<file path="config.mk">
export PLATFORM = sky130hd
export DESIGN_NAME = sd_spi_block_read_sequencer_flat
export DESIGN_NICKNAME = d
export VERILOG_FILES = /design/src/rtl/core/sdsr_pkg.sv /design/src/rtl/core/sdsr_req_if.sv /design/src/rtl/core/sdsr_rsp_if.sv /design/src/rtl/core/sdsr_csr.sv /design/src/rtl/core/sdsr_engine.sv /design/src/rtl/core/sd_spi_block_read_sequencer.sv /design/src/flat_wrapper.sv
export SDC_FILE = /design/constraint.sdc
export NUM_CORES = 1
export LEC_CHECK = 0
export BUFFER_PORTS_ARGS = -buffer_cell sky130_fd_sc_hd__buf_4
export CORE_MARGIN = 3
export CORE_UTILIZATION = 54
export DETAILED_ROUTE_END_ITERATION = 16
export HOLD_SLACK_MARGIN = 0.02
export PLACE_DENSITY = 0.85
export SLEW_MARGIN = 20
export SYNTH_ARGS = -nofsm -noshare
export SYNTH_HDL_FRONTEND = slang
export SYNTH_SLANG_ARGS = --single-unit
</file>
<file path="constraint.sdc">
create_clock -name clock -period 2.7 [get_ports clock]
set_input_delay 0 -clock clock [delete_from_list [all_inputs] [get_ports clock]]
set_output_delay 0 -clock clock [all_outputs]
set_load 0.1 [all_outputs]
</file>
<file path="src/rtl/core/sdsr_pkg.sv">
// ----------------------------------------------------------------------------
// sdsr_pkg
// Shared widths, codes and bundles of the SD card SPI block read sequencer.
// ----------------------------------------------------------------------------
package sdsr_pkg;

   localparam int BLOCK_BYTES  = 512;
   localparam int BYTE_CNT_W   = 10;
   localparam int POLL_W       = 24;
   localparam int BLOCKS_W     = 9;
   localparam int SECTOR_W     = 23;
   localparam int COUNT_W      = 8;
   localparam int CSR_INDEX_W  = 2;
   localparam int CSR_DATA_W   = 24;

   // register indexes
   localparam logic [CSR_INDEX_W-1:0] CSR_READY_POLL_LIMIT    = 2'd0;
   localparam logic [CSR_INDEX_W-1:0] CSR_TOKEN_POLL_LIMIT    = 2'd1;
   localparam logic [CSR_INDEX_W-1:0] CSR_RESPONSE_POLL_LIMIT = 2'd2;
   localparam logic [CSR_INDEX_W-1:0] CSR_COMMAND_CRC         = 2'd3;

   // item function codes
   localparam logic FUNC_START = 1'b0;
   localparam logic FUNC_BYTE  = 1'b1;

   // transfer status codes
   localparam logic [1:0] STATUS_OK        = 2'd0;
   localparam logic [1:0] STATUS_NOT_READY = 2'd1;
   localparam logic [1:0] STATUS_REJECTED  = 2'd2;
   localparam logic [1:0] STATUS_TIMEOUT   = 2'd3;

   // SD command indexes
   localparam logic [5:0] CMD_READ_SINGLE = 6'd17;
   localparam logic [5:0] CMD_READ_MULTI  = 6'd18;
   localparam logic [5:0] CMD_STOP        = 6'd12;

   localparam logic [7:0] BYTE_IDLE    = 8'hFF;
   localparam logic [7:0] TOKEN_START  = 8'hFE;
   localparam logic [7:0] CMD_PREFIX   = 8'h40;

   typedef struct packed {
      logic                func;
      logic [SECTOR_W-1:0] sector;
      logic [COUNT_W-1:0]  block_count;
      logic [7:0]          rx_byte;
   } item_type;

   typedef struct packed {
      logic [7:0] tx_byte;
      logic       select_high;
      logic [7:0] data_byte;
      logic       data_valid;
      logic       done_res;
      logic [1:0] status;
      logic [7:0] response;
   } result_type;

   typedef struct packed {
      logic [23:0] ready_poll_limit;
      logic [15:0] token_poll_limit;
      logic [7:0]  response_poll_limit;
      logic [7:0]  command_crc;
   } cfg_type;

endpackage

</file>
<file path="src/rtl/core/sdsr_req_if.sv">
// ----------------------------------------------------------------------------
// sdsr_req_if
// Request channel: start items and bytes received from the card.
// ----------------------------------------------------------------------------
interface sdsr_req_if;
   logic                          valid;
   logic                          ready;
   logic                          func;
   logic [sdsr_pkg::SECTOR_W-1:0] sector;
   logic [sdsr_pkg::COUNT_W-1:0]  block_count;
   logic [7:0]                    rx_byte;

   modport source (output valid, func, sector, block_count, rx_byte, input ready);
   modport sink (input valid, func, sector, block_count, rx_byte, output ready);
endinterface

</file>
<file path="src/rtl/core/sdsr_rsp_if.sv">
// ----------------------------------------------------------------------------
// sdsr_rsp_if
// Response channel: next byte to send, select level, data and status.
// ----------------------------------------------------------------------------
interface sdsr_rsp_if;
   logic       valid;
   logic       ready;
   logic [7:0] tx_byte;
   logic       select_high;
   logic [7:0] data_byte;
   logic       data_valid;
   logic       done_res;
   logic [1:0] status;
   logic [7:0] response;

   modport source (output valid, tx_byte, select_high, data_byte, data_valid,
                   done_res, status, response, input ready);
   modport sink (input valid, tx_byte, select_high, data_byte, data_valid,
                 done_res, status, response, output ready);
endinterface

</file>
<file path="src/rtl/core/sdsr_csr.sv">
// ----------------------------------------------------------------------------
// sdsr_csr
// Configuration registers: poll limits and command CRC byte.
// ----------------------------------------------------------------------------
module sdsr_csr (
   input  logic                                clock,
   input  logic                                reset,
   input  logic                                csr_write_enable,
   input  logic [sdsr_pkg::CSR_INDEX_W-1:0]    csr_index,
   input  logic [sdsr_pkg::CSR_DATA_W-1:0]     csr_write_data,
   output sdsr_pkg::cfg_type                   cfg
);

   sdsr_pkg::cfg_type cfg_ff;
   sdsr_pkg::cfg_type cfg_in;

   always_comb begin
      cfg_in = cfg_ff;
      if (csr_write_enable) begin
         case (csr_index)
            sdsr_pkg::CSR_READY_POLL_LIMIT:    cfg_in.ready_poll_limit = csr_write_data;
            sdsr_pkg::CSR_TOKEN_POLL_LIMIT:    cfg_in.token_poll_limit = csr_write_data[15:0];
            sdsr_pkg::CSR_RESPONSE_POLL_LIMIT: cfg_in.response_poll_limit = csr_write_data[7:0];
            sdsr_pkg::CSR_COMMAND_CRC:         cfg_in.command_crc = csr_write_data[7:0];
            default: cfg_in = cfg_ff;
         endcase
      end
   end

   always_ff @(posedge clock) begin
      if (reset) begin
         cfg_ff.ready_poll_limit    <= 24'hFFFFFF;
         cfg_ff.token_poll_limit    <= 16'hFFFF;
         cfg_ff.response_poll_limit <= 8'd32;
         cfg_ff.command_crc         <= 8'h01;
      end else begin
         cfg_ff <= cfg_in;
      end
   end

   assign cfg = cfg_ff;

endmodule

</file>
<file path="src/rtl/core/sdsr_engine.sv">
// ----------------------------------------------------------------------------
// sdsr_engine
// Sequencer state and the single-pass decision of the next SPI exchange.
// ----------------------------------------------------------------------------
module sdsr_engine (
   input  logic                   clock,
   input  logic                   reset,
   input  logic                   step_en,
   input  sdsr_pkg::item_type     item,
   input  sdsr_pkg::cfg_type      cfg,
   output sdsr_pkg::result_type   result
);

   localparam logic [3:0] PH_IDLE    = 4'd0;
   localparam logic [3:0] PH_DESEL   = 4'd1;
   localparam logic [3:0] PH_READY   = 4'd2;
   localparam logic [3:0] PH_SELFAIL = 4'd3;
   localparam logic [3:0] PH_CMD     = 4'd4;
   localparam logic [3:0] PH_STUFF   = 4'd5;
   localparam logic [3:0] PH_RESP    = 4'd6;
   localparam logic [3:0] PH_TOKEN   = 4'd7;
   localparam logic [3:0] PH_DATA    = 4'd8;
   localparam logic [3:0] PH_CRC     = 4'd9;

   localparam logic [sdsr_pkg::BYTE_CNT_W:0] LAST_DATA =
      (sdsr_pkg::BYTE_CNT_W+1)'(sdsr_pkg::BLOCK_BYTES);
   localparam logic [sdsr_pkg::BYTE_CNT_W-1:0] CMD_LAST = 10'd5;

   logic [3:0]                        phase_ff, phase_in;
   logic [sdsr_pkg::BYTE_CNT_W-1:0]   byte_cnt_ff, byte_cnt_in;
   logic [sdsr_pkg::POLL_W-1:0]       poll_cnt_ff, poll_cnt_in;
   logic [sdsr_pkg::BLOCKS_W-1:0]     blocks_left_ff, blocks_left_in;
   logic [31:0]                       byte_addr_ff, byte_addr_in;
   logic [5:0]                        cmd_ff, cmd_in;
   logic [7:0]                        last_resp_ff, last_resp_in;
   logic                              multi_ff, multi_in;
   logic [1:0]                        outcome_ff, outcome_in;

   logic [sdsr_pkg::POLL_W-1:0]       poll_inc;
   logic [sdsr_pkg::BYTE_CNT_W:0]     byte_cnt_inc;
   logic [sdsr_pkg::BLOCKS_W-1:0]     blocks_dec;
   logic [sdsr_pkg::BLOCKS_W-1:0]     blocks_start;
   logic                              done;

   // byte k of the six-byte command frame
   function automatic logic [7:0] cmd_byte(input logic [2:0] k, input logic [5:0] cmd,
                                           input logic [31:0] addr, input logic [7:0] crc);
      logic [31:0] arg;
      logic [7:0]  b;
      arg = (cmd == sdsr_pkg::CMD_STOP) ? 32'd0 : addr;
      case (k)
         3'd0:    b = {2'b00, cmd} | sdsr_pkg::CMD_PREFIX;
         3'd1:    b = arg[31:24];
         3'd2:    b = arg[23:16];
         3'd3:    b = arg[15:8];
         3'd4:    b = arg[7:0];
         default: b = crc;
      endcase
      return b;
   endfunction

   assign poll_inc     = poll_cnt_ff + 1'b1;
   assign byte_cnt_inc = {1'b0, byte_cnt_ff} + 1'b1;
   assign blocks_dec   = (blocks_left_ff == '0) ? '0 : blocks_left_ff - 1'b1;
   assign blocks_start = (item.block_count == '0) ?
                         sdsr_pkg::BLOCKS_W'(256) : {1'b0, item.block_count};

   always_comb begin
      phase_in       = phase_ff;
      byte_cnt_in    = byte_cnt_ff;
      poll_cnt_in    = poll_cnt_ff;
      blocks_left_in = blocks_left_ff;
      byte_addr_in   = byte_addr_ff;
      cmd_in         = cmd_ff;
      last_resp_in   = last_resp_ff;
      multi_in       = multi_ff;
      outcome_in     = outcome_ff;
      done           = 1'b0;

      result             = '0;
      result.tx_byte     = sdsr_pkg::BYTE_IDLE;
      result.select_high = 1'b1;

      if (item.func == sdsr_pkg::FUNC_START) begin
         // start: latch the transfer and open the read command
         byte_addr_in       = {item.sector, 9'd0};
         blocks_left_in     = blocks_start;
         multi_in           = (blocks_start != sdsr_pkg::BLOCKS_W'(1));
         last_resp_in       = 8'hFF;
         outcome_in         = sdsr_pkg::STATUS_OK;
         byte_cnt_in        = '0;
         poll_cnt_in        = '0;
         cmd_in             = (blocks_start != sdsr_pkg::BLOCKS_W'(1)) ?
                              sdsr_pkg::CMD_READ_MULTI : sdsr_pkg::CMD_READ_SINGLE;
         phase_in           = PH_DESEL;
      end else begin
         case (phase_ff)
            PH_DESEL: begin
               phase_in           = PH_READY;
               poll_cnt_in        = 24'd1;
               result.select_high = 1'b0;
            end
            PH_READY: begin
               if (item.rx_byte == sdsr_pkg::BYTE_IDLE) begin
                  phase_in           = PH_CMD;
                  byte_cnt_in        = '0;
                  result.tx_byte     = cmd_byte(3'd0, cmd_ff, byte_addr_ff, cfg.command_crc);
                  result.select_high = 1'b0;
               end else if (poll_cnt_ff >= cfg.ready_poll_limit) begin
                  if (cmd_ff != sdsr_pkg::CMD_STOP) begin
                     outcome_in = sdsr_pkg::STATUS_NOT_READY;
                  end
                  phase_in = PH_SELFAIL;
               end else begin
                  poll_cnt_in        = poll_inc;
                  result.select_high = 1'b0;
               end
            end
            PH_SELFAIL: begin
               done = 1'b1;
            end
            PH_CMD: begin
               result.select_high = 1'b0;
               if (byte_cnt_ff < CMD_LAST) begin
                  byte_cnt_in    = byte_cnt_inc[sdsr_pkg::BYTE_CNT_W-1:0];
                  result.tx_byte = cmd_byte(byte_cnt_inc[2:0], cmd_ff, byte_addr_ff,
                                            cfg.command_crc);
               end else if (cmd_ff == sdsr_pkg::CMD_STOP) begin
                  phase_in = PH_STUFF;
               end else begin
                  phase_in    = PH_RESP;
                  poll_cnt_in = 24'd1;
               end
            end
            PH_STUFF: begin
               phase_in           = PH_RESP;
               poll_cnt_in        = 24'd1;
               result.select_high = 1'b0;
            end
            PH_RESP: begin
               if (item.rx_byte[7] && (poll_cnt_ff < {16'd0, cfg.response_poll_limit})) begin
                  poll_cnt_in        = poll_inc;
                  result.select_high = 1'b0;
               end else begin
                  last_resp_in = item.rx_byte;
                  if (cmd_ff == sdsr_pkg::CMD_STOP) begin
                     done = 1'b1;
                  end else if (item.rx_byte == 8'd0) begin
                     phase_in           = PH_TOKEN;
                     poll_cnt_in        = 24'd1;
                     result.select_high = 1'b0;
                  end else begin
                     outcome_in = sdsr_pkg::STATUS_REJECTED;
                     done       = 1'b1;
                  end
               end
            end
            PH_TOKEN: begin
               if (item.rx_byte == sdsr_pkg::TOKEN_START) begin
                  phase_in           = PH_DATA;
                  byte_cnt_in        = '0;
                  result.select_high = 1'b0;
               end else if (poll_cnt_ff >= {8'd0, cfg.token_poll_limit}) begin
                  outcome_in = sdsr_pkg::STATUS_TIMEOUT;
                  if (multi_ff) begin
                     cmd_in   = sdsr_pkg::CMD_STOP;
                     phase_in = PH_DESEL;
                  end else begin
                     done = 1'b1;
                  end
               end else begin
                  poll_cnt_in        = poll_inc;
                  result.select_high = 1'b0;
               end
            end
            PH_DATA: begin
               result.data_byte   = item.rx_byte;
               result.data_valid  = 1'b1;
               result.select_high = 1'b0;
               if (byte_cnt_inc < LAST_DATA) begin
                  byte_cnt_in = byte_cnt_inc[sdsr_pkg::BYTE_CNT_W-1:0];
               end else begin
                  phase_in    = PH_CRC;
                  byte_cnt_in = '0;
               end
            end
            PH_CRC: begin
               if (byte_cnt_ff == '0) begin
                  byte_cnt_in        = 10'd1;
                  result.select_high = 1'b0;
               end else begin
                  blocks_left_in = blocks_dec;
                  if (!multi_ff) begin
                     done = 1'b1;
                  end else if (blocks_dec != '0) begin
                     phase_in           = PH_TOKEN;
                     poll_cnt_in        = 24'd1;
                     result.select_high = 1'b0;
                  end else begin
                     cmd_in   = sdsr_pkg::CMD_STOP;
                     phase_in = PH_DESEL;
                  end
               end
            end
            default: begin
               // idle: answer with a deselected filler byte
               phase_in = phase_ff;
            end
         endcase
      end

      if (done) begin
         phase_in        = PH_IDLE;
         result.done_res = 1'b1;
         result.status   = outcome_in;
      end
      result.response = last_resp_in;
   end

   always_ff @(posedge clock) begin
      if (reset) begin
         phase_ff       <= PH_IDLE;
         byte_cnt_ff    <= '0;
         poll_cnt_ff    <= '0;
         blocks_left_ff <= '0;
         byte_addr_ff   <= '0;
         cmd_ff         <= '0;
         last_resp_ff   <= 8'hFF;
         multi_ff       <= 1'b0;
         outcome_ff     <= sdsr_pkg::STATUS_OK;
      end else if (step_en) begin
         phase_ff       <= phase_in;
         byte_cnt_ff    <= byte_cnt_in;
         poll_cnt_ff    <= poll_cnt_in;
         blocks_left_ff <= blocks_left_in;
         byte_addr_ff   <= byte_addr_in;
         cmd_ff         <= cmd_in;
         last_resp_ff   <= last_resp_in;
         multi_ff       <= multi_in;
         outcome_ff     <= outcome_in;
      end
   end

`ifndef SYNTHESIS
   a_done_deselects: assert property (@(posedge clock) disable iff (reset)
      step_en && result.done_res |-> result.select_high)
      else $error("transfer end without deselect");

   a_data_selected: assert property (@(posedge clock) disable iff (reset)
      step_en && result.data_valid |-> !result.select_high && !result.done_res)
      else $error("data byte outside a selected exchange");

   a_status_on_done: assert property (@(posedge clock) disable iff (reset)
      step_en && !result.done_res |-> result.status == sdsr_pkg::STATUS_OK)
      else $error("status reported before the transfer ended");

   a_done_to_idle: assert property (@(posedge clock) disable iff (reset)
      step_en && result.done_res |=> phase_ff == PH_IDLE)
      else $error("sequencer busy after transfer end");

   a_crc_after_data: assert property (@(posedge clock) disable iff (reset)
      phase_ff == PH_CRC |-> $past(phase_ff) == PH_DATA || $past(phase_ff) == PH_CRC)
      else $error("CRC phase entered without data");
`endif

endmodule

</file>
<file path="src/rtl/core/sd_spi_block_read_sequencer.sv">
// ----------------------------------------------------------------------------
// sd_spi_block_read_sequencer
// Host-side SD card SPI-mode block read sequencer, one SPI byte per beat.
// ----------------------------------------------------------------------------
// A start beat (func 0) loads the first sector and block count (0 means 256)
// and launches a CMD17 single-block or CMD18 multi-block read; every later
// beat (func 1) carries the byte the card returned in the last exchange.
// Each request beat produces exactly one response beat with the next byte to
// send, the chip-select level, any sector data byte and, on the final
// deselect, done_res with the status. The block takes one request beat per
// clock unless the response side stalls: a request register feeds the
// single-pass decision logic, whose result lands in a response register.
// req ready follows rsp ready combinationally through the two register
// stages; a stalled response holds both stages. Poll limits and the command
// CRC byte are for the user to write through the csr port while idle; the
// block itself does not enforce it.
// ----------------------------------------------------------------------------
module sd_spi_block_read_sequencer (
   input  logic                              clock,
   input  logic                              reset,
   sdsr_req_if.sink                          req_chan,
   sdsr_rsp_if.source                        rsp_chan,
   input  logic                              csr_write_enable,
   input  logic [sdsr_pkg::CSR_INDEX_W-1:0]  csr_index,
   input  logic [sdsr_pkg::CSR_DATA_W-1:0]   csr_write_data
);

   sdsr_pkg::cfg_type    cfg;
   sdsr_pkg::item_type   item_ff;
   logic                 item_valid_ff;
   sdsr_pkg::result_type step_result;
   sdsr_pkg::result_type rsp_ff;
   logic                 rsp_valid_ff;
   logic                 step_en;
   logic                 req_fire;

   // advance the request stage when the response register is free or draining
   assign step_en  = item_valid_ff && (!rsp_valid_ff || rsp_chan.ready);
   assign req_chan.ready = !item_valid_ff || step_en;
   assign req_fire = req_chan.valid && req_chan.ready;

   sdsr_csr u_csr (
      .clock            (clock),
      .reset            (reset),
      .csr_write_enable (csr_write_enable),
      .csr_index        (csr_index),
      .csr_write_data   (csr_write_data),
      .cfg              (cfg)
   );

   sdsr_engine u_engine (
      .clock   (clock),
      .reset   (reset),
      .step_en (step_en),
      .item    (item_ff),
      .cfg     (cfg),
      .result  (step_result)
   );

   // request register: payload loads on accept, no reset needed
   always_ff @(posedge clock) begin
      if (req_fire) begin
         item_ff.func        <= req_chan.func;
         item_ff.sector      <= req_chan.sector;
         item_ff.block_count <= req_chan.block_count;
         item_ff.rx_byte     <= req_chan.rx_byte;
      end
   end

   always_ff @(posedge clock) begin
      if (reset) begin
         item_valid_ff <= 1'b0;
      end else if (req_chan.ready) begin
         item_valid_ff <= req_chan.valid;
      end
   end

   // response register: hold while the sink stalls
   always_ff @(posedge clock) begin
      if (step_en) begin
         rsp_ff <= step_result;
      end
   end

   always_ff @(posedge clock) begin
      if (reset) begin
         rsp_valid_ff <= 1'b0;
      end else if (step_en) begin
         rsp_valid_ff <= 1'b1;
      end else if (rsp_chan.ready) begin
         rsp_valid_ff <= 1'b0;
      end
   end

   assign rsp_chan.valid       = rsp_valid_ff;
   assign rsp_chan.tx_byte     = rsp_ff.tx_byte;
   assign rsp_chan.select_high = rsp_ff.select_high;
   assign rsp_chan.data_byte   = rsp_ff.data_byte;
   assign rsp_chan.data_valid  = rsp_ff.data_valid;
   assign rsp_chan.done_res    = rsp_ff.done_res;
   assign rsp_chan.status      = rsp_ff.status;
   assign rsp_chan.response    = rsp_ff.response;

`ifndef SYNTHESIS
   a_no_drop: assert property (@(posedge clock) disable iff (reset)
      rsp_valid_ff && !rsp_chan.ready |=> rsp_valid_ff)
      else $error("pending response lost");

   a_item_flows: assert property (@(posedge clock) disable iff (reset)
      step_en |=> rsp_valid_ff)
      else $error("processed beat produced no response");

   a_stall_holds_item: assert property (@(posedge clock) disable iff (reset)
      item_valid_ff && !step_en |=> item_valid_ff && $stable(item_ff))
      else $error("stalled request changed");
`endif

endmodule

</file>
<file path="src/flat_wrapper.sv">
// flat-port wrapper written by rule: the top's interface ports become plain ports
module sd_spi_block_read_sequencer_flat 
  (clock, reset, csr_write_enable, csr_index, csr_write_data, req_chan_valid, req_chan_func, req_chan_sector, req_chan_block_count, req_chan_rx_byte, req_chan_ready, rsp_chan_valid, rsp_chan_tx_byte, rsp_chan_select_high, rsp_chan_data_byte, rsp_chan_data_valid, rsp_chan_done_res, rsp_chan_status, rsp_chan_response, rsp_chan_ready);
  sdsr_req_if req_chan_i ();
  sdsr_rsp_if rsp_chan_i ();
  input  logic clock;
  input  logic reset;
  input  logic csr_write_enable;
  input  logic [sdsr_pkg::CSR_INDEX_W-1:0] csr_index;
  input  logic [sdsr_pkg::CSR_DATA_W-1:0] csr_write_data;
  input wire logic [$bits(req_chan_i.valid)-1:0] req_chan_valid;
  input wire logic [$bits(req_chan_i.func)-1:0] req_chan_func;
  input wire logic [$bits(req_chan_i.sector)-1:0] req_chan_sector;
  input wire logic [$bits(req_chan_i.block_count)-1:0] req_chan_block_count;
  input wire logic [$bits(req_chan_i.rx_byte)-1:0] req_chan_rx_byte;
  output wire logic [$bits(req_chan_i.ready)-1:0] req_chan_ready;
  output wire logic [$bits(rsp_chan_i.valid)-1:0] rsp_chan_valid;
  output wire logic [$bits(rsp_chan_i.tx_byte)-1:0] rsp_chan_tx_byte;
  output wire logic [$bits(rsp_chan_i.select_high)-1:0] rsp_chan_select_high;
  output wire logic [$bits(rsp_chan_i.data_byte)-1:0] rsp_chan_data_byte;
  output wire logic [$bits(rsp_chan_i.data_valid)-1:0] rsp_chan_data_valid;
  output wire logic [$bits(rsp_chan_i.done_res)-1:0] rsp_chan_done_res;
  output wire logic [$bits(rsp_chan_i.status)-1:0] rsp_chan_status;
  output wire logic [$bits(rsp_chan_i.response)-1:0] rsp_chan_response;
  input wire logic [$bits(rsp_chan_i.ready)-1:0] rsp_chan_ready;
  assign req_chan_i.valid = req_chan_valid;
  assign req_chan_i.func = req_chan_func;
  assign req_chan_i.sector = req_chan_sector;
  assign req_chan_i.block_count = req_chan_block_count;
  assign req_chan_i.rx_byte = req_chan_rx_byte;
  assign req_chan_ready = req_chan_i.ready;
  assign rsp_chan_valid = rsp_chan_i.valid;
  assign rsp_chan_tx_byte = rsp_chan_i.tx_byte;
  assign rsp_chan_select_high = rsp_chan_i.select_high;
  assign rsp_chan_data_byte = rsp_chan_i.data_byte;
  assign rsp_chan_data_valid = rsp_chan_i.data_valid;
  assign rsp_chan_done_res = rsp_chan_i.done_res;
  assign rsp_chan_status = rsp_chan_i.status;
  assign rsp_chan_response = rsp_chan_i.response;
  assign rsp_chan_i.ready = rsp_chan_ready;
  sd_spi_block_read_sequencer u_core (.clock(clock), .reset(reset), .req_chan(req_chan_i), .rsp_chan(rsp_chan_i), .csr_write_enable(csr_write_enable), .csr_index(csr_index), .csr_write_data(csr_write_data));
endmodule
</file>
* Word level (Yosys, flattened, before mapping) *
Cells that the tools add are included.

cells by class
  $add $sub $neg = 3
  $lt $le $gt $ge = 5
  equal/unequal tests = 55
  multiplexer cells = 91
  bitwise logic cells = 1
  reduce and logical (&&, ||, !) cells = 28

operators with widths
  kind                                           number
  2-to-1 mux 24 bit                              13
  one-hot mux 24 bit (6 select lines)            1
  2-to-1 mux 10 bit                              6
  2-to-1 mux 4 bit                               14
  inequality test 3 bit, second input constant   17
  one-hot mux 10 bit (5 select lines)            1
  2-to-1 mux 9 bit                               5
  2-to-1 mux 6 bit                               7
  2-to-1 mux 8 bit                               5
  one-hot mux 8 bit (5 select lines)             1
  inequality test 4 bit, second input constant   9
  2-to-1 mux 32 bit                              1
  one-hot mux 4 bit (8 select lines)             1
  adder 24 x 1 -> 24 bit, second input constant  1
  greater-or-equal comparator 24 x 16 -> 1 bit   1
  greater-or-equal comparator 24 bit             1
  less-than comparator 24 x 8 -> 1 bit           1
  2-to-1 mux 2 bit                               11
  2-to-1 mux 1 bit                               18
  == test 4 x 3 -> 1 bit, second input constant  4
  == test 8 bit, second input constant           2
  zero test 8 bit                                2
  one-hot mux 8 bit (2 select lines)             1
  inequality test 5 bit, second input constant   3
  42 further kinds                               57

storage, ports and cells
  register bits after elaboration = 214
  bits of input ports = 71
  output and inout bits = 31
  logic and storage cells = 209

* Longest topological paths before layout *
Gate-level depths: netlist of run 1.

  depth in word-level cells = 9
  gate-level depth with buffers = 13
  mapped depth without buffers = 11

* By module *
A second synthesis of run 1 with hierarchy kept.

unflattened totals
  cells, all modules = 1192
  area total of the unflattened synthesis = 10799.1 um2

modules (own cells, without submodules)
  module                       instances  cells an instance  area an instance (um2)  seq. area each (um2)
  sdsr_engine                  1          893                6376.1                  1701.6
  sdsr_csr                     1          220                2247.2                  1121.1
  sd_spi_block_read_sequencer  1          79                 2175.8                  2112.0

* Worst setup path after synthesis of run 1 *
OpenSTA, ideal clock, no wires.

  path type = register to register
  start point = register u_core.rsp_valid_ff (netlist: u_core.rsp_chan.valid)
  end point = register u_core.item_ff[0] (netlist name), enable pin
  setup time = 0.401 ns
  data arrival time = 2.704 ns
  required time = 2.299 ns
  path slack = -0.405 ns
  cell stages (with the launch flop) = 4
  buffers on the path = 0
  period minus slack after synthesis = 3.105 ns
  path through = dfxtp_1 > nor2b_1 > nand2_1 > and2_1

on the way
  word-level cells in the longest chain between the ends = 5

ends and longest elaborated chain
  item                       line                               RTL
  start: declaration         sd_spi_block_read_sequencer.sv:33  logic rsp_valid_ff;
  start signal: assignment   sd_spi_block_read_sequencer.sv:87  rsp_valid_ff <= 1'b0;
  start signal: assignment   sd_spi_block_read_sequencer.sv:89  rsp_valid_ff <= 1'b1;
  start signal: assignment   sd_spi_block_read_sequencer.sv:91  rsp_valid_ff <= 1'b0;
  zero test 1 bit            sd_spi_block_read_sequencer.sv:38  assign step_en = item_valid_ff && (!rsp_valid_ff || rsp_chan.ready);
  logical OR 1 bit           sd_spi_block_read_sequencer.sv:38
  logical AND 1 bit          sd_spi_block_read_sequencer.sv:38
  logical OR 1 bit           sd_spi_block_read_sequencer.sv:39  assign req_chan.ready = !item_valid_ff || step_en;
  named net req_chan_ready   flat_wrapper.sv:16                 output wire logic [$bits(req_chan_i.ready)-1:0] req_chan_ready;
  logical AND 1 bit          sd_spi_block_read_sequencer.sv:40  assign req_fire = req_chan.valid && req_chan.ready;
  named net u_core.req_fire  sd_spi_block_read_sequencer.sv:35  logic req_fire;
  end: declaration           sd_spi_block_read_sequencer.sv:29  sdsr_pkg::item_type item_ff;

The timed path passes the listed nets, and every way through them passes these cells.
A chain may end at the register's enable or synchronous reset.

* Worst setup path after layout of run 1 *
  start point = register u_core.u_engine.poll_cnt_ff[0] (netlist name)
  end point = register u_core.u_engine.poll_cnt_ff[18] (netlist name)

on the way
  word-level cells in the longest chain between the ends = 5
  elaborated cells between the ends (all ways) = 17
  those cells by class = 1 x add/sub; 3 x order compare; 4 x eq/ne; 7 x mux; 2 x reduce/logical

ends and longest elaborated chain
  item                                                                                   line                                                        RTL
  start: declaration                                                                     sdsr_engine.sv:31                                           logic [sdsr_pkg::POLL_W-1:0] poll_cnt_ff, poll_cnt_in;
  start signal: assignment                                                               sdsr_engine.sv:234                                          poll_cnt_ff <= poll_cnt_in;
  adder 24 x 1 -> 24 bit / less-than comparator 24 x 8 -> 1 bit (equally long branches)  sdsr_engine.sv:62, sdsr_engine.sv:141
  2-to-1 mux 24 bit, or another cell as far along                                        sdsr_engine.sv:163                                          end else if (poll_cnt_ff >= {8'd0, cfg.token_poll_limit}) begin
  2-to-1 mux 24 bit, on equally long branches                                            sdsr_engine.sv:159, sdsr_engine.sv:104, sdsr_engine.sv:141
  one-hot mux 24 bit (6 select lines)                                                    sdsr_engine.sv:97                                           case (phase_ff)
  2-to-1 mux 24 bit                                                                      sdsr_engine.sv:84                                           if (item.func == sdsr_pkg::FUNC_START) begin

Parallel ways exist; a longest one is shown, timed or not. The select of a mux whose other input is x is not followed.

==> metrics, run 1 <==
status=finished, violations left; failing checks=negative setup slack; Critical Path Slowest Stage Cell=a2111o_1; nets=1,465; first-pass GRT wire length=46,800 µm; WP depth=11; VDD IR-drop max=0.000562 V; Final Slew Violations=0; synth warn=0; worst-path fanout max=6; flops & latches, synth=212; # port buffers=101; synth top area cells=dfxtp_1, edfxtp_1, nand2_1; total placed cells including tap cells=1,463; Antenna Violating Nets Remaining=0; Core Util, Final=0.738; vias in the first global route=9,450; core area=18,300 µm²; FF-to-FF path depth=11; post-DR vias/cell=6.12; area leader, netlist=dfxtp_1; crit path cell chain=inv_2 -> ha_4 -> nand2b_4 -> a211oi_2 -> o211ai_1 -> a2111o_1 -> a31oi_4 -> a31oi_4 -> or2_4 -> or3_1 -> a21oi_1; CTS tree=done; Rows=49; Worst slew margin=0.377; critical path startpoint category=flop; worst hold-check path type=in -> reg; Crit Path Class=reg -> reg; HPWL Detailed=18,400 µm; Max Freq=359 MHz; # DRC=0; post-route insts no fill=1,585; # IOs=102; Leak=5.54 nW; CP top delay family=compound AO/OA/AOI/OAI gates; most frequent cell on the critical path=a31oi_4; synthesized cell area=10,200 µm²; EDFF count, synth=69; Ant. Diodes=0; Initial Util=0.560; most frequently used flop master after synthesis=dfxtp_1; Fin Clk Skew=0.0194 ns; via total after detailed routing=9,702; Starting DRT DRC Count=1,129; GRT Overall Usage=0.277; top-area cell type share of the netlist area=0.280; CP endpoint=u_core.u_engine.poll_cnt_ff[18]; Clock Pin Slew Worst Setup and Hold Paths=0.07 ns; GR Overflow Total=0; Area Overhead vs Synth=31.7%; reg2reg setup slack=-0.09 ns; Hold Worst Slack=0.183 ns; Avg Inst Size Synth=9.16 µm²; Max clock buf depth=3; largest net degree at the start of global routing=48; async set-or-reset flop fraction in the synthesized netlist=0; Num CTS Buffers=23; crit path time final=2.79 ns; syn nets=1,244; Critical Path RT=3.15 ns; die span in x=144 µm; Die H=144 µm; CP peak stage delay=0.50 ns; Wirelength per Cell=18.7 µm; root buffer cell=clkbuf_16; drt first pass iters=6; RSZ-0062 raised after global routing=true; Tcrit/Tclk final=1.03; share of post-route cells with drive strength above 1=0.219; Clock Sinks=212; WL final=29,600 µm; r2r endpoint=u_core.u_engine.poll_cnt_ff[18]; Fin. Hold Viols=0; setup TNS=-0.739 ns; Critical Path Sink Type=flop; Buf/Inv on CP=1; Worst-Skew Late Latency=0.53 ns; max-cap viol count=0; beginning of the critical path=u_core.u_engine.poll_cnt_ff[0]; Die Area=20,600 µm²; pre-CTS setup slack=-0.140 ns; antenna violations before repair=0; Placer Congestion=0.921; post-synthesis cell count=1,118; final setup violation count=15; H-tree lvl count=1; worst r2r src=u_core.u_engine.poll_cnt_ff[0]; actual slew at the worst max-slew pin=0.935 ns; Synth cell types=78; Crit path arrival time=3.24 ns; post-synthesis sequential area ratio=0.482; Setup WS post-layout=-0.0886 ns; P per Cell Area=570 nW/µm²
cells in the mapped netlist (10+ instances only):
cell type and number:
a211oi_1 13, a21oi_1 91, a311oi_1 10, and2_1 10, and3_1 24, clkbuf_1 46, dfxtp_1 143, edfxtp_1 69
ha_1 55, inv_1 63, nand2_1 195, nand2b_1 11, nand3_1 34, nand4_1 11, nor2_1 64, nor3_1 24
nor4_1 11, o211ai_1 42, o21ai_0 47
placed cells by master, fill, tap and decap left out, types with 44 or more instances in the layout:
cell             n
a21oi_1         87
buf_4          182
dfxtp_1        133
dlygate4sd3_1   71
edfxtp_1        69
ha_1            51
inv_1           61
nand2_1        194
nor2_1          63
o21ai_0         44
per-layer routing:
layer | vias up | global-route usage | part of all wire
li1 | 4503 | - | -
met1 | 4592 | 0.351 | 0.39
met5 | - | 0 | 0
met3 | 104 | 0.0399 | 0.071
met2 | 503 | 0.486 | 0.51
met4 | 0 | 0.0937 | 0.031
final cells by class:
cell class,instances,area [µm²]
fillers,1185,4790
repair buffers,255,2100
clock buffers,30,643
multi-input cells,783,5080
inverters,64,240
well taps,229,287
flip-flops and latches,212,4950
clock inverters,12,183
metrics by stage:
| stage | power, mW | instance area, µm² |
|---|---|---|
| floorplan | 3.92 | 10300 |
| global placement | 4.16 | 11600 |
| detailed placement | 4.18 | 11600 |
| CTS | 7.64 | 13300 |
| global route | 7.92 | 13500 |
| finish | 7.68 | 13500 |
sequential cells by signal (all words and copies together), names as in the netlist, 2 cells and up:
| name | count |
|---|---|
| u_core.u_csr.cfg | 56 |
| u_core.item_ff | 40 |
| u_core.u_engine.poll_cnt_ff | 24 |
| u_core.u_engine.byte_addr_ff | 23 |
| u_core.u_engine.byte_cnt_ff | 10 |
| u_core.u_engine.blocks_left_ff | 9 |
| u_core.rsp_chan.data_byte | 8 |
| u_core.rsp_chan.response | 8 |
| u_core.rsp_chan.tx_byte | 8 |
| u_core.u_engine.last_resp_ff | 8 |
| u_core.u_engine.cmd_ff | 4 |
| u_core.u_engine.phase_ff | 4 |
| u_core.rsp_chan.status | 2 |
| u_core.u_engine.outcome_ff | 2 |
logic make-up after synthesis:
kind of cell	after synthesis	synth area share
AOI/OAI and AO/OA	288	0.191
xor gates and xnor gates	9	0.00770
adders and majority gates	55	0.0672
buffers and inverters	123	0.0480
DFF	212	0.482
muxes	9	0.00880
and+or+nand+nor	422	0.195
how the worst min path moves through the flow:
stage,from,end,slack [ns],cells past startpoint
3_3_place_gp,req_chan_sector[15],u_core.item_ff[31],0.18,1
2_1_floorplan,req_chan_rx_byte[0],u_core.item_ff[0],0.1,0
4_1_cts,req_chan_sector[11],u_core.item_ff[27],0.18,2
5_1_grt,req_chan_rx_byte[5],u_core.item_ff[5],0.18,2
3_5_place_dp,req_chan_block_count[6],u_core.item_ff[14],0.18,1
6_report,req_chan_sector[11],u_core.item_ff[27],0.18,2
what timing repair did:
action                                  CTS  global route
endpoints found under the hold margin   125             0
pin swaps                                12            19
endpoints found under the setup margin   30            45
hold buffers                             71             0
gates resized for setup                  14            40
setup buffers                             3             6
power breakdown:
| group | switching [mW] | leakage [nW] | internal [mW] |
|---|---|---|---|
| sequential | 0.0626 | 1.78 | 3.40 |
| clock | 1.34 | 0.401 | 2.08 |
| combinational | 0.459 | 3.36 | 0.330 |
| total | 1.87 | 5.54 | 5.81 |
Note: power is estimated with default switching activity, not from simulation.
==> inputs of run 2 (changes only) <==
SYNTH_HIERARCHICAL = 1   (was unset)
==> run 2 against run 1 <==
Net effect:
- the run still ends with negative setup slack left
- die area is 5.2% higher
- clock skew fell by 0.0074 ns
- via count is 3.1% higher
==> metrics, run 2 <==
grt met1 use=0.351 (about the same); Starting DRT DRC Count=1,114 (was 1,129); Final Slew Violations=0 (unchanged); status=finished, violations left (unchanged); Wirelength per Cell=17.8 µm (was 18.7 µm); largest net degree at the start of global routing=108 (was 48); Placer Congestion=0.920 (was 0.921); RSZ-0062 raised after global routing=true (unchanged); Area Overhead vs Synth=31.0% (was 31.7%); Leak=5.88 nW (was 5.54 nW); H-tree lvl count=1 (unchanged); Clock Sinks=212 (unchanged); core area=19,500 µm² (was 18,300 µm²); GRT Overall Usage=0.265 (was 0.277); total placed cells including tap cells=1,581 (was 1,463); Die H=147 µm (was 144 µm); met3 usage=0.0445 (was 0.0399); Worst Hold Endpoint=u_core/u_engine/blocks_left_ff[5] (was u_core.item_ff[27]); worst-path fanout max=22 (was 6); Critical Path RT=3.08 ns (was 3.15 ns); Crit Path Class=reg -> reg (unchanged); EDFF count, synth=69 (unchanged); VDD IR-drop max=0.000656 V (was 0.000562 V); # IOs=102 (unchanged); critical path startpoint category=flop (unchanged); worst r2r src=u_core/u_csr/cfg[28] (was u_core.u_engine.poll_cnt_ff[0]); worst hold-check path type=in -> reg (unchanged); crit path time final=2.88 ns (was 2.79 ns); crit path cell chain=inv_2 -> ha_4 -> nand4_1 -> or3_4 -> o41a_1 -> a31oi_2 -> nor3_2 -> buf_4 -> a311oi_2 -> buf_12 -> o21ai_1 -> o31ai_1 (was inv_2 -> ha_4 -> nand2b_4 -> a211oi_2 -> o211ai_1 -> a2111o_1 -> a31oi_4 -> a31oi_4 -> or2_4 -> or3_1 -> a21oi_1); Die Area=21,700 µm² (was 20,600 µm²); vias in the first global route=9,763 (was 9,450); post-synthesis sequential area ratio=0.457 (was 0.482); top-area cell type share of the netlist area=0.265 (was 0.280); Tcrit/Tclk final=1.07 (was 1.03); Largest register FFs=56 (unchanged); Max Freq=347 MHz (was 359 MHz); most frequent cell after synthesis=nor2_1 (was nand2_1); # port buffers=101 (unchanged); Avg Inst Size Synth=9.06 µm² (was 9.16 µm²); hold_sp=reset (was req_chan_sector[11]); first-pass GRT wire length=48,000 µm (was 46,800 µm); CP peak stage delay=0.39 ns (was 0.50 ns); async set-or-reset flop fraction in the synthesized netlist=0 (unchanged); Critical Path Slowest Stage Cell=o41a_1 (was a2111o_1); most common library cell in the layout ignoring fill and taps=buf_4 (was nand2_1); post-DR vias/cell=5.87 (was 6.12); mux contribution to synthesized area=0.0577 (was 0.00880); hold path depth=3 (was 2); Antenna Violating Nets Remaining=0 (unchanged); Setup WS post-layout=-0.184 ns (was -0.0886 ns); area share of and/or/nand/nor cells after synthesis=0.204 (was 0.195); post-synthesis cell count=1,192 (was 1,118); Crit path arrival time=3.26 ns (was 3.24 ns); Initial Util=0.553 (was 0.560); synth top area cells=dfxtp_1, edfxtp_1, ha_1 (was dfxtp_1, edfxtp_1, nand2_1); failing checks=negative setup slack (unchanged); GRT Max-Usage Layer=met2 (unchanged); main combinational cell family by area after synthesis=simple AND/OR/NAND/NOR gates (unchanged); nets=1,548 (was 1,465); Rows=51 (was 49); area share of fa/ha/maj cells after synthesis=0.0637 (was 0.0672); HPWL Detailed=18,800 µm (was 18,400 µm); Max clock buf depth=3 (unchanged); final setup violation count=26 (was 15); synthesized cell area=10,800 µm² (was 10,200 µm²); Worst slew margin=0.322 (was 0.377); most frequent cells in the layout=buf_4, nor2_1, dfxtp_1 (was nand2_1, buf_4, dfxtp_1); Worst-Skew Late Latency=0.52 ns (was 0.53 ns); die span in x=147 µm (was 144 µm); actual slew at the worst max-slew pin=1.02 ns (was 0.935 ns); Ant. Diodes=0 (unchanged); GR Layer Usage met2=0.450 (was 0.486); WL final=30,300 µm (was 29,600 µm); max-cap viol count=0 (unchanged); # DRC=0 (unchanged); Critical Path Sink Type=flop (unchanged); Compound-Gate Fraction of Synth Area=0.162 (was 0.191); P per Cell Area=521 nW/µm² (was 570 nW/µm²); root buffer cell=clkbuf_16 (unchanged); Num CTS Buffers=23 (unchanged); post-route insts no fill=1,704 (was 1,585); Fillers=1,334 (was 1,185); Synth Area in XOR/XNOR=0.00162 (was 0.00770); r2r endpoint=u_core/u_engine/poll_cnt_ff[12] (was u_core.u_engine.poll_cnt_ff[18]); via total after detailed routing=10,004 (was 9,702); flops & latches, synth=212 (unchanged); share of post-route cells with drive strength above 1=0.229 (was 0.219); Clock Pin Slew Worst Setup and Hold Paths=0.07 ns (about the same); Synth cell types=83 (was 78); area leader, netlist=dfxtp_1 (unchanged); reg2reg setup slack=-0.18 ns (was -0.09 ns); Commonest cells post-synth=nor2_1, dfxtp_1, nand2_1, a21oi_1, o21ai_0 (was nand2_1, dfxtp_1, a21oi_1, edfxtp_1, nor2_1); most frequently used flop master after synthesis=dfxtp_1 (unchanged); Fin. Hold Viols=0 (unchanged); FF-to-FF path depth=12 (was 11); syn nets=1,318 (was 1,244); Fin Clk Skew=0.0119 ns (was 0.0194 ns); GR Overflow Total=0 (unchanged); Core Util, Final=0.724 (was 0.738); synth warn=6 (was 0); CTS tree=done (unchanged); antenna violations before repair=0 (unchanged); drt first pass iters=6 (unchanged)
[run 2: cell count changes in the layout (fill, tap and decap cells not counted), sizes merged, moves of 8 or more]
cell	delta
a21oi	-8
buf	+13
nand2b	+22
a311oi	-8
xnor2	-8
and2	+9
o21ai	+30
nand2	-79
o211ai	-34
o31ai	+14
mux2i	+51
nor2	+87
and3	-9
[run 2: per-layer routing]
metal  share of wire  wire length (µm)
met5               0                 0
met2            0.48             14600
met1            0.42             12600
met3           0.073              2220
met4           0.030               923
[run 2: how the worst max path moves through the flow]
| stage | startpoint | end | slack (ns) | cells past startpoint |
|---|---|---|---|---|
| floorplan | u_core/u_engine/poll_cnt_ff[13] | u_core/u_engine/phase_ff[2] | 0.01 | 9 |
| global placement | u_core/u_csr/cfg[29] | u_core/u_engine/phase_ff[2] | -0.25 | 11 |
| detailed placement | u_core/u_csr/cfg[28] | u_core/u_engine/phase_ff[2] | -0.34 | 11 |
| CTS | u_core/u_csr/cfg[28] | u_core/u_engine/phase_ff[2] | -0.14 | 11 |
| global route | u_core/u_csr/cfg[10] | u_core/u_engine/poll_cnt_ff[12] | -0.25 | 11 |
| finish | u_core/u_csr/cfg[28] | u_core/u_engine/poll_cnt_ff[12] | -0.18 | 12 |
[run 2: logic make-up (layout without fill, tap and decap cells)]
| kind of cell | count (synthesis) | count (layout) |
|---|---|---|
| adder cells (fa/ha/maj) | 55 | 55 |
| AO/OA/AOI/OAI | 276 | 276 |
| multiplexers | 62 | 62 |
| buffers and inverters | 129 | 376 |
| XOR/XNOR | 2 | 2 |
| flip-flops | 212 | 212 |
| AND/OR/NAND/NOR | 456 | 456 |
[run 2: what timing repair did]
item / 4_1_cts / 5_1_grt
hold buffers: 72 / 0
endpoints found under the hold margin: 107 / 0
gates resized for setup: 50 / 55
setup buffers: 9 / 1
endpoints found under the setup margin: 41 / 50
pin swaps: 15 / 15
[run 2: final cells by class]
class / count / area [µm²] / share of cell area
Clock inverter: 16 / 165 / 0.0117
Tap cell: 265 / 332 / 0.0234
Timing Repair Buffer: 269 / 2220 / 0.157
Multi-Input combinational cell: 851 / 5630 / 0.398
Sequential cell: 212 / 4960 / 0.350
Inverter: 65 / 244 / 0.0172
Clock buffer: 26 / 597 / 0.0422
[run 2: stage by stage]
| step | setup WS [ns] | area (µm²) | hold WS [ns] | power (mW) | setup TNS (ns) |
|---|---|---|---|---|---|
| CTS | -0.136 | 13900 | 0.0267 | 7.36 | -0.390 |
| detailed placement | -0.343 | 12200 | 0.179 | 4.12 | -6.22 |
| floorplan | 0.0142 | 10800 | 0.0617 | 3.90 | 0 |
| global route | -0.250 | 14100 | 0.0726 | 7.61 | -3.78 |
| global placement | -0.249 | 12200 | 0.178 | 4.11 | -3.09 |
| finish | -0.184 | 14100 | 0.0520 | 7.37 | -1.80 |
[run 2: power by group]
part | switching [mW] | total [mW] | internal [mW] | leakage, nW
clock | 1.28 | 3.16 | 1.88 | 0.366
sequential | 0.0583 | 3.45 | 3.39 | 1.77
combinational | 0.419 | 0.755 | 0.336 | 3.74
[run 2: worst max-delay path: cells and delay by family, from the launching register on]
family,cells,cell delay (ns)
compound gates,5,1.14
simple gates,3,0.58
buf+inv,3,0.40
flops,1,0.35
fa+ha+maj,1,0.26
